`src/rtl/rvc_pkg.sv`:
```
// Shared types and constants for the range Vigenere cipher block.
// Used by rvc_key_store and range_vigenere_cipher_core; depends on nothing else.
package rvc_pkg;

    localparam int KEY_DEPTH = 16;
    localparam int KEY_AW    = $clog2(KEY_DEPTH);

    // configuration register indexes
    localparam logic [1:0] REG_RANGE_LOW    = 2'd0;
    localparam logic [1:0] REG_RANGE_HIGH   = 2'd1;
    localparam logic [1:0] REG_KEY_LENGTH   = 2'd2;
    localparam logic [1:0] REG_DECRYPT_MODE = 2'd3;

    localparam logic [7:0] RANGE_LOW_RST  = 8'd97;
    localparam logic [7:0] RANGE_HIGH_RST = 8'd122;
    localparam logic [4:0] KEY_LENGTH_RST = 5'd1;

    // command codes
    localparam logic CMD_KEY_WRITE = 1'b0;
    localparam logic CMD_PROCESS   = 1'b1;

    typedef struct packed {
        logic       command;
        logic [3:0] key_slot;
        logic [7:0] char_value;
        logic       first;
    } t_in_word;

    typedef struct packed {
        logic [7:0] out_char;
        logic       shifted;
    } t_out_word;

    typedef struct packed {
        logic              en;
        logic [KEY_AW-1:0] slot;
        logic [7:0]        data;
    } t_key_wr;

endpackage

```
`src/rtl/rvc_key_store.sv`:
```
// Key byte store: one write port, one registered read port.
// Depends on rvc_pkg.
module rvc_key_store (
    input  logic                      i_clk,
    input  rvc_pkg::t_key_wr          i_wr,
    input  logic [rvc_pkg::KEY_AW-1:0] i_rd_addr,
    output logic [7:0]                o_rd_data
);
    import rvc_pkg::*;

    logic [7:0] r_mem [KEY_DEPTH];
    logic [7:0] r_rd_data;

    always_ff @(posedge i_clk) begin
        if (i_wr.en) begin
            r_mem[i_wr.slot] <= i_wr.data;
        end
        r_rd_data <= r_mem[i_rd_addr];
    end

    assign o_rd_data = r_rd_data;

endmodule

```
`src/rtl/rvc_cmp_sub.sv`:
```
// Shared compare-and-subtract unit: y = (a >= b) ? a - b : a.
// Serves the remainder steps and the final wrap; depends on nothing.
module rvc_cmp_sub (
    input  logic [8:0] i_a,
    input  logic [8:0] i_b,
    output logic [8:0] o_y
);
    logic ge;

    always_comb begin
        ge  = (i_a >= i_b);
        o_y = ge ? (i_a - i_b) : i_a;
    end

endmodule

```
`src/rtl/range_vigenere_cipher_core.sv`:
```
// Top level of the range Vigenere cipher: registers, sequencer, key position.
// Depends on rvc_pkg, rvc_key_store and rvc_cmp_sub.
//
//  channel | direction | handshake                 | payload
//  in      | input     | i_in_valid / o_in_ready   | i_in_word  (t_in_word)
//  out     | output    | o_out_valid / i_out_ready | o_out_word (t_out_word)
//  cfg     | input     | i_cfg_we                  | i_cfg_idx, i_cfg_data
//
// A key write is stored on acceptance and gives no output word. A pass-through
// byte goes from the accept cycle to the output load; a shifted byte passes the
// accept cycle, one key read, eight restoring remainder steps through the shared
// compare-subtract unit, one sign fix, one wrap and one output load.
// Synchronous active-low reset restores control registers and the key position;
// the key store is not cleared. A stalled output word holds in its register;
// the next word is taken meanwhile and waits in the sequencer until it drains.
module range_vigenere_cipher_core (
    input  logic               i_clk,
    input  logic               i_rst_n,
    input  logic               i_in_valid,
    output logic               o_in_ready,
    input  rvc_pkg::t_in_word  i_in_word,
    output logic               o_out_valid,
    input  logic               i_out_ready,
    output rvc_pkg::t_out_word o_out_word,
    input  logic               i_cfg_we,
    input  logic [1:0]         i_cfg_idx,
    input  logic [7:0]         i_cfg_data
);
    import rvc_pkg::*;

    localparam logic [2:0] ST_IDLE  = 3'd0;
    localparam logic [2:0] ST_READ  = 3'd1;
    localparam logic [2:0] ST_DIV   = 3'd2;
    localparam logic [2:0] ST_FIX   = 3'd3;
    localparam logic [2:0] ST_FINAL = 3'd4;
    localparam logic [2:0] ST_DONE  = 3'd5;

    logic [7:0]        r_low, r_high;
    logic [4:0]        r_key_len;
    logic              r_decrypt;
    logic [2:0]        r_state, n_state;
    logic [KEY_AW-1:0] r_pos, n_pos;
    logic [7:0]        r_c, n_c;
    logic [7:0]        r_mag, n_mag;
    logic              r_neg, n_neg;
    logic [7:0]        r_rem, n_rem;
    logic [2:0]        r_cnt, n_cnt;
    logic [8:0]        r_t, n_t;
    t_out_word         r_res, n_res;
    t_out_word         r_out, n_out;
    logic              r_out_valid, n_out_valid;

    logic              in_accept;
    logic              pass;
    logic [4:0]        eff_len;
    logic [KEY_AW-1:0] pos_first, pos_use;
    logic [KEY_AW:0]   pos_inc;
    logic [8:0]        size;
    logic [8:0]        unit_a, unit_y;
    logic [7:0]        key_byte;
    logic [8:0]        diff;
    logic [7:0]        shift;
    logic [7:0]        offset;
    logic [9:0]        t_wide;
    t_key_wr           key_wr;

    assign o_in_ready  = (r_state == ST_IDLE);
    assign in_accept   = i_in_valid && o_in_ready;
    assign o_out_valid = r_out_valid;
    assign o_out_word  = r_out;

    assign size = {1'b0, r_high} - {1'b0, r_low} + 9'd1;

    always_comb begin
        if (r_key_len == 5'd0) begin
            eff_len = 5'd1;
        end else if (r_key_len > 5'(KEY_DEPTH)) begin
            eff_len = 5'(KEY_DEPTH);
        end else begin
            eff_len = r_key_len;
        end
    end

    // restart on first, then restart a position left stale by a shorter key
    assign pos_first = i_in_word.first ? '0 : r_pos;
    assign pos_use   = ({1'b0, pos_first} >= (KEY_AW+1)'(eff_len)) ? '0 : pos_first;
    assign pos_inc   = {1'b0, pos_use} + (KEY_AW+1)'(1);

    assign pass = (r_high <= r_low) || (i_in_word.char_value < r_low)
                  || (i_in_word.char_value > r_high);

    assign key_wr.en   = in_accept && (i_in_word.command == CMD_KEY_WRITE);
    assign key_wr.slot = i_in_word.key_slot[KEY_AW-1:0];
    assign key_wr.data = i_in_word.char_value;

    rvc_key_store u_key_store (
        .i_clk     (i_clk),
        .i_wr      (key_wr),
        .i_rd_addr (pos_use),
        .o_rd_data (key_byte)
    );

    assign unit_a = (r_state == ST_DIV) ? {r_rem, r_mag[7]} : r_t;

    rvc_cmp_sub u_cmp_sub (
        .i_a  (unit_a),
        .i_b  (size),
        .o_y  (unit_y)
    );

    assign diff   = {1'b0, key_byte} - {1'b0, r_low};
    assign shift  = (r_neg && (r_rem != 8'd0)) ? 8'(size - {1'b0, r_rem}) : r_rem;
    assign offset = r_c - r_low;
    assign t_wide = r_decrypt ? ({2'b00, offset} + {1'b0, size} - {2'b00, shift})
                              : ({2'b00, offset} + {2'b00, shift});

    always_comb begin
        n_state     = r_state;
        n_pos       = r_pos;
        n_c         = r_c;
        n_mag       = r_mag;
        n_neg       = r_neg;
        n_rem       = r_rem;
        n_cnt       = r_cnt;
        n_t         = r_t;
        n_res       = r_res;
        n_out       = r_out;
        n_out_valid = r_out_valid;

        if (r_out_valid && i_out_ready) begin
            n_out_valid = 1'b0;
        end

        case (r_state)
            ST_IDLE: begin
                if (in_accept && (i_in_word.command == CMD_PROCESS)) begin
                    n_c = i_in_word.char_value;
                    if (pass) begin
                        n_pos          = pos_first;
                        n_res.out_char = i_in_word.char_value;
                        n_res.shifted  = 1'b0;
                        n_state        = ST_DONE;
                    end else begin
                        n_pos   = (pos_inc == (KEY_AW+1)'(eff_len)) ? '0
                                                                    : pos_inc[KEY_AW-1:0];
                        n_state = ST_READ;
                    end
                end
            end
            ST_READ: begin
                // remainder of |key - low|, sign fixed afterwards
                n_neg   = diff[8];
                n_mag   = diff[8] ? 8'(-diff) : diff[7:0];
                n_rem   = 8'd0;
                n_cnt   = 3'd7;
                n_state = ST_DIV;
            end
            ST_DIV: begin
                n_rem = unit_y[7:0];
                n_mag = {r_mag[6:0], 1'b0};
                n_cnt = r_cnt - 3'd1;
                if (r_cnt == 3'd0) begin
                    n_state = ST_FIX;
                end
            end
            ST_FIX: begin
                n_t     = t_wide[8:0];
                n_state = ST_FINAL;
            end
            ST_FINAL: begin
                n_res.out_char = r_low + unit_y[7:0];
                n_res.shifted  = 1'b1;
                n_state        = ST_DONE;
            end
            ST_DONE: begin
                // hold until the output register is free
                if (!r_out_valid || i_out_ready) begin
                    n_out       = r_res;
                    n_out_valid = 1'b1;
                    n_state     = ST_IDLE;
                end
            end
            default: begin
                n_state = ST_IDLE;
            end
        endcase
    end

    always_ff @(posedge i_clk) begin
        if (!i_rst_n) begin
            r_state     <= ST_IDLE;
            r_pos       <= '0;
            r_out_valid <= 1'b0;
            r_low       <= RANGE_LOW_RST;
            r_high      <= RANGE_HIGH_RST;
            r_key_len   <= KEY_LENGTH_RST;
            r_decrypt   <= 1'b0;
        end else begin
            r_state     <= n_state;
            r_pos       <= n_pos;
            r_out_valid <= n_out_valid;
            if (i_cfg_we) begin
                case (i_cfg_idx)
                    REG_RANGE_LOW:    r_low     <= i_cfg_data;
                    REG_RANGE_HIGH:   r_high    <= i_cfg_data;
                    REG_KEY_LENGTH:   r_key_len <= i_cfg_data[4:0];
                    REG_DECRYPT_MODE: r_decrypt <= i_cfg_data[0];
                    default: ;
                endcase
            end
        end
    end

    always_ff @(posedge i_clk) begin
        r_c   <= n_c;
        r_mag <= n_mag;
        r_neg <= n_neg;
        r_rem <= n_rem;
        r_cnt <= n_cnt;
        r_t   <= n_t;
        r_res <= n_res;
        r_out <= n_out;
    end

`ifndef SYNTHESIS
    a_shifted_in_range: assert property (@(posedge i_clk) disable iff (!i_rst_n)
        (r_out_valid && r_out.shifted) |-> (r_out.out_char >= r_low && r_out.out_char <= r_high))
        else $error("shifted word outside the character range");

    a_rem_below_size: assert property (@(posedge i_clk) disable iff (!i_rst_n)
        (r_state == ST_DIV) |-> ({1'b0, r_rem} < size))
        else $error("partial remainder not below range size");

    a_key_write_silent: assert property (@(posedge i_clk) disable iff (!i_rst_n)
        (in_accept && i_in_word.command == CMD_KEY_WRITE && !r_out_valid) |=> !r_out_valid)
        else $error("key write produced an output word");

    a_busy_not_ready: assert property (@(posedge i_clk) disable iff (!i_rst_n)
        (in_accept && i_in_word.command == CMD_PROCESS) |=> !o_in_ready)
        else $error("sequencer took a word while busy");
`endif

endmodule
```
`config.mk`:
```
export PLATFORM = sky130hd
export DESIGN_NAME = range_vigenere_cipher_core
export DESIGN_NICKNAME = d
export VERILOG_FILES = /design/src/rtl/rvc_pkg.sv /design/src/rtl/rvc_key_store.sv /design/src/rtl/rvc_cmp_sub.sv /design/src/rtl/range_vigenere_cipher_core.sv
export SDC_FILE = /design/constraint.sdc
export NUM_CORES = 1
export LEC_CHECK = 0
export ABC_CLOCK_PERIOD_IN_PS = 10800
export BUFFER_PORTS_ARGS = -buffer_cell sky130_fd_sc_hd__buf_2
export CAP_MARGIN = 20
export CORE_UTILIZATION = 35
export CTS_CLUSTER_DIAMETER = 30
export DETAILED_ROUTE_END_ITERATION = 10
export SYNTH_ARGS = -nofsm -noshare
export SYNTH_HDL_FRONTEND = slang
export SYNTH_SLANG_ARGS = --single-unit
```
`constraint.sdc`:
```
create_clock -name i_clk -period 10.8 [get_ports i_clk]
set_clock_uncertainty 0.2 [all_clocks]
set_input_delay 1.08 -clock i_clk [delete_from_list [all_inputs] [get_ports i_clk]]
set_output_delay 1.08 -clock i_clk [all_outputs]
set_load 0.02 [all_outputs]
```
==> flow_metrics.env <==
export IMPL_die_area_um2=37100
export IMPL_cp_top_family="adder cells"
export IMPL_utilization_pct=42.5
export IMPL_grt_pass1_vias=8840
export IMPL_fin_crit_ps=6830
export IMPL_register_area_um2=6260
export IMPL_critical_path_buf_inv_count=5
export IMPL_hold_class="register to register"
export IMPL_multi_input_area_um2=5980
export IMPL_fin_tns_setup_ps=0
export IMPL_cts_buffer_depth=3
export IMPL_core_area_um2=35700
export IMPL_slowest_delay_ps=520
export IMPL_wl_per_cell_um=18.8
export IMPL_ant_nets=0
export IMPL_cp_arrival_ps=6910
export IMPL_timing_hold_ws_ps=218
export IMPL_fmax_mhz=146
export IMPL_power_density_nw_per_um2=280
export IMPL_max_slew_worst_pin_slew_ps=1080
export IMPL_postCtsSetupBuffers=0
export IMPL_yosysUniqueCellTypes=70
export IMPL_rsz0062_at_grt="no"
export IMPL_cts_buffers=53
export IMPL_postCtsResizedCells=0
export IMPL_antenna_found_initial=1
export IMPL_synth_async_sr_flop_share_pct=0
export IMPL_clock_latency_ps=560
export IMPL_hold_viol=0
export IMPL_die_x_um=193
export IMPL_areaGrowthSynthToFinish_pct=19.4
export IMPL_slowest_stage="and2_1"
export IMPL_synth_ff_type="edfxtp_1"
export IMPL_rows=69
export IMPL_clkSlewWorstSetupHoldPaths_ps=40
export IMPL_num_antenna_cells=0
export IMPL_firstDrtPassIters=7
export IMPL_final_cell_mix="edfxtp_1, ha_1, inv_1, nand2_1, nor2_1"
export IMPL_yosys_register_bits=221
export IMPL_postSynthAreaPerCell_um2=11.5
export IMPL_syn_area_um2=12700
export IMPL_yosys_warnings=0
export IMPL_slew_headroom_pct=28.1
export IMPL_maxCapViolCount=0
export IMPL_worstPathRequired_ps=10890
export IMPL_dpl_hpwl_mm=22.6
export IMPL_num_vias=8740
export IMPL_drt_total_wl_mm=31.6
export IMPL_htreeDepth=2
export IMPL_endpoint_kind="register"
export IMPL_ioPinCount=40
export IMPL_p_leak_uw=0.00586
export IMPL_grt_pass1_wl_mm=49.6
export IMPL_grtUsageTotal_pct=17.6
export IMPL_synth_edf_count=183
export IMPL_grt_overflow=0
export IMPL_cts_hold_buf=0
export IMPL_route_detailed_drc=4
export IMPL_cts_tree="built"
export IMPL_grt_max_degree=51
export IMPL_slew_viol_final=0
export IMPL_yosysSeqAreaShare_pct=49.2
export IMPL_final_common_cell="edfxtp_1"
export IMPL_initial_core_util_pct=35.6
export IMPL_crit_fanout=10
export IMPL_port_buffers=39
export IMPL_fin_nets=1322
export IMPL_irDropWorstVdd_mv=0.128
export IMPL_violations="DRC"
export IMPL_cts_root_buf="clkbuf_16"
export IMPL_worstSetupStartpointType="register"
export IMPL_die_h_um=193
export IMPL_critical_path_class="register to register"
export IMPL_timing_final_crit_share_pct=63.2
export IMPL_syn_inst=1106
export IMPL_fill_cells=3328
export IMPL_globalplace_congestion=0.861
export IMPL_clock_sinks=221
export IMPL_mappedNetlistNets=1248
export IMPL_drt_initial_drc_count=559
export IMPL_status="finished with violations"
export IMPL_crit_top_cell="inv_1"
export IMPL_layout_drive_gt1_share_pct=14.7
export IMPL_finalSetupViolations=0
export IMPL_via_per_inst=5.19
-- logic make-up after synthesis --
group	count (synthesis)	share of synthesized area [%]
AO/OA/AOI/OAI	255	13.5
XOR/XNOR	52	3.58
adder cells (fa/ha/maj)	114	12.3
buffers and inverters	123	3.88
flip-flops	221	49.2
multiplexers	73	7.41
AND/OR/NAND/NOR	268	10.1
-- worst register-to-register path, delay by kind of cell, from the launching register on --
| family | cells | cell delay [ps] |
|---|---|---|
| DFF | 1 | 410 |
| xor gates and xnor gates | 2 | 530 |
| adders and majority gates | 5 | 1720 |
| buffers and inverters | 5 | 500 |
| and+or+nand+nor | 9 | 1690 |
| AOI/OAI and AO/OA | 7 | 1520 |
-- state kept, by name, summed over array words and instances, names as in the netlist --
register and count:
o_out_valid 1, r_low 8, u_key_store.r_mem 128, r_c 8
r_key_len 5, r_high 8, o_out_word 9, r_state 3
r_res 9, r_rem 8, r_cnt 3, r_mag 8
r_neg 1, r_pos 4, r_decrypt 1, r_t 9
u_key_store.o_rd_data 8
-- Yosys cell counts, types with 18 or more instances --
cell | n | area share [%]
edfxtp_1 | 183 | 43
ha_1 | 95 | 9.4
inv_1 | 90 | 2.7
nand2_1 | 84 | 2.5
nor2_1 | 68 | 2.0
o21ai_0 | 61 | 2.4
a21oi_1 | 56 | 2.2
mux2i_1 | 52 | 4.1
dfxtp_1 | 38 | 6.0
xnor2_1 | 33 | 2.3
nor2b_1 | 25 | 1.2
o211ai_1 | 21 | 1.2
a22oi_1 | 19 | 1.1
clkbuf_1 | 19 | 0.56
xor2_1 | 19 | 1.3
fa_1 | 18 | 2.8
nor3_1 | 18 | 0.71
-- layout make-up --
| class | count | share of cell area, % |
|---|---|---|
| inverters | 91 | 2.25 |
| multi-input cells | 762 | 39.4 |
| clock buffers | 65 | 9.38 |
| flip-flops and latches | 221 | 41.2 |
| well taps | 461 | 3.80 |
| repair buffers | 51 | 1.88 |
| clock inverters | 34 | 2.03 |
-- stage by stage --
stage | setup slack (ps) | area, µm² | total power (µW) | cells
finish | 3970 | 15200 | 4250 | 1685
CTS | 4020 | 15200 | 4290 | 1685
global route | 3400 | 15200 | 4530 | 1685
detailed placement | 4030 | 13400 | 2750 | 1586
global placement | 4250 | 13400 | 2720 | 1586
floorplan | 5070 | 12700 | 2360 | 1106
-- power breakdown --
part | internal, µW | switching, µW
Clock | 1010 | 504
Sequential | 1070 | 54.9
Combinational | 677 | 940
-- metal layers --
metal / global-route usage (%) / part of all wire, %
met5: 0 / 0.025
met4: 6.21 / 2.5
met3: 2.95 / 4.0
met2: 29.8 / 49
met1: 22.6 / 45
-- path summary, 6_finish.rpt --
path / from / endpoint / slack (ps) / cells past startpoint
setup / recovery: r_low[1] / r_res[8] / 3970 / 28
hold / removal: r_res[5] / o_out_word[5] / 220 / 0
setup reg to reg: r_low[1] / r_res[8] / 3970 / 28
hold reg to reg: r_res[5] / o_out_word[5] / 220 / 0
Power figures use the tool's default switching activity.
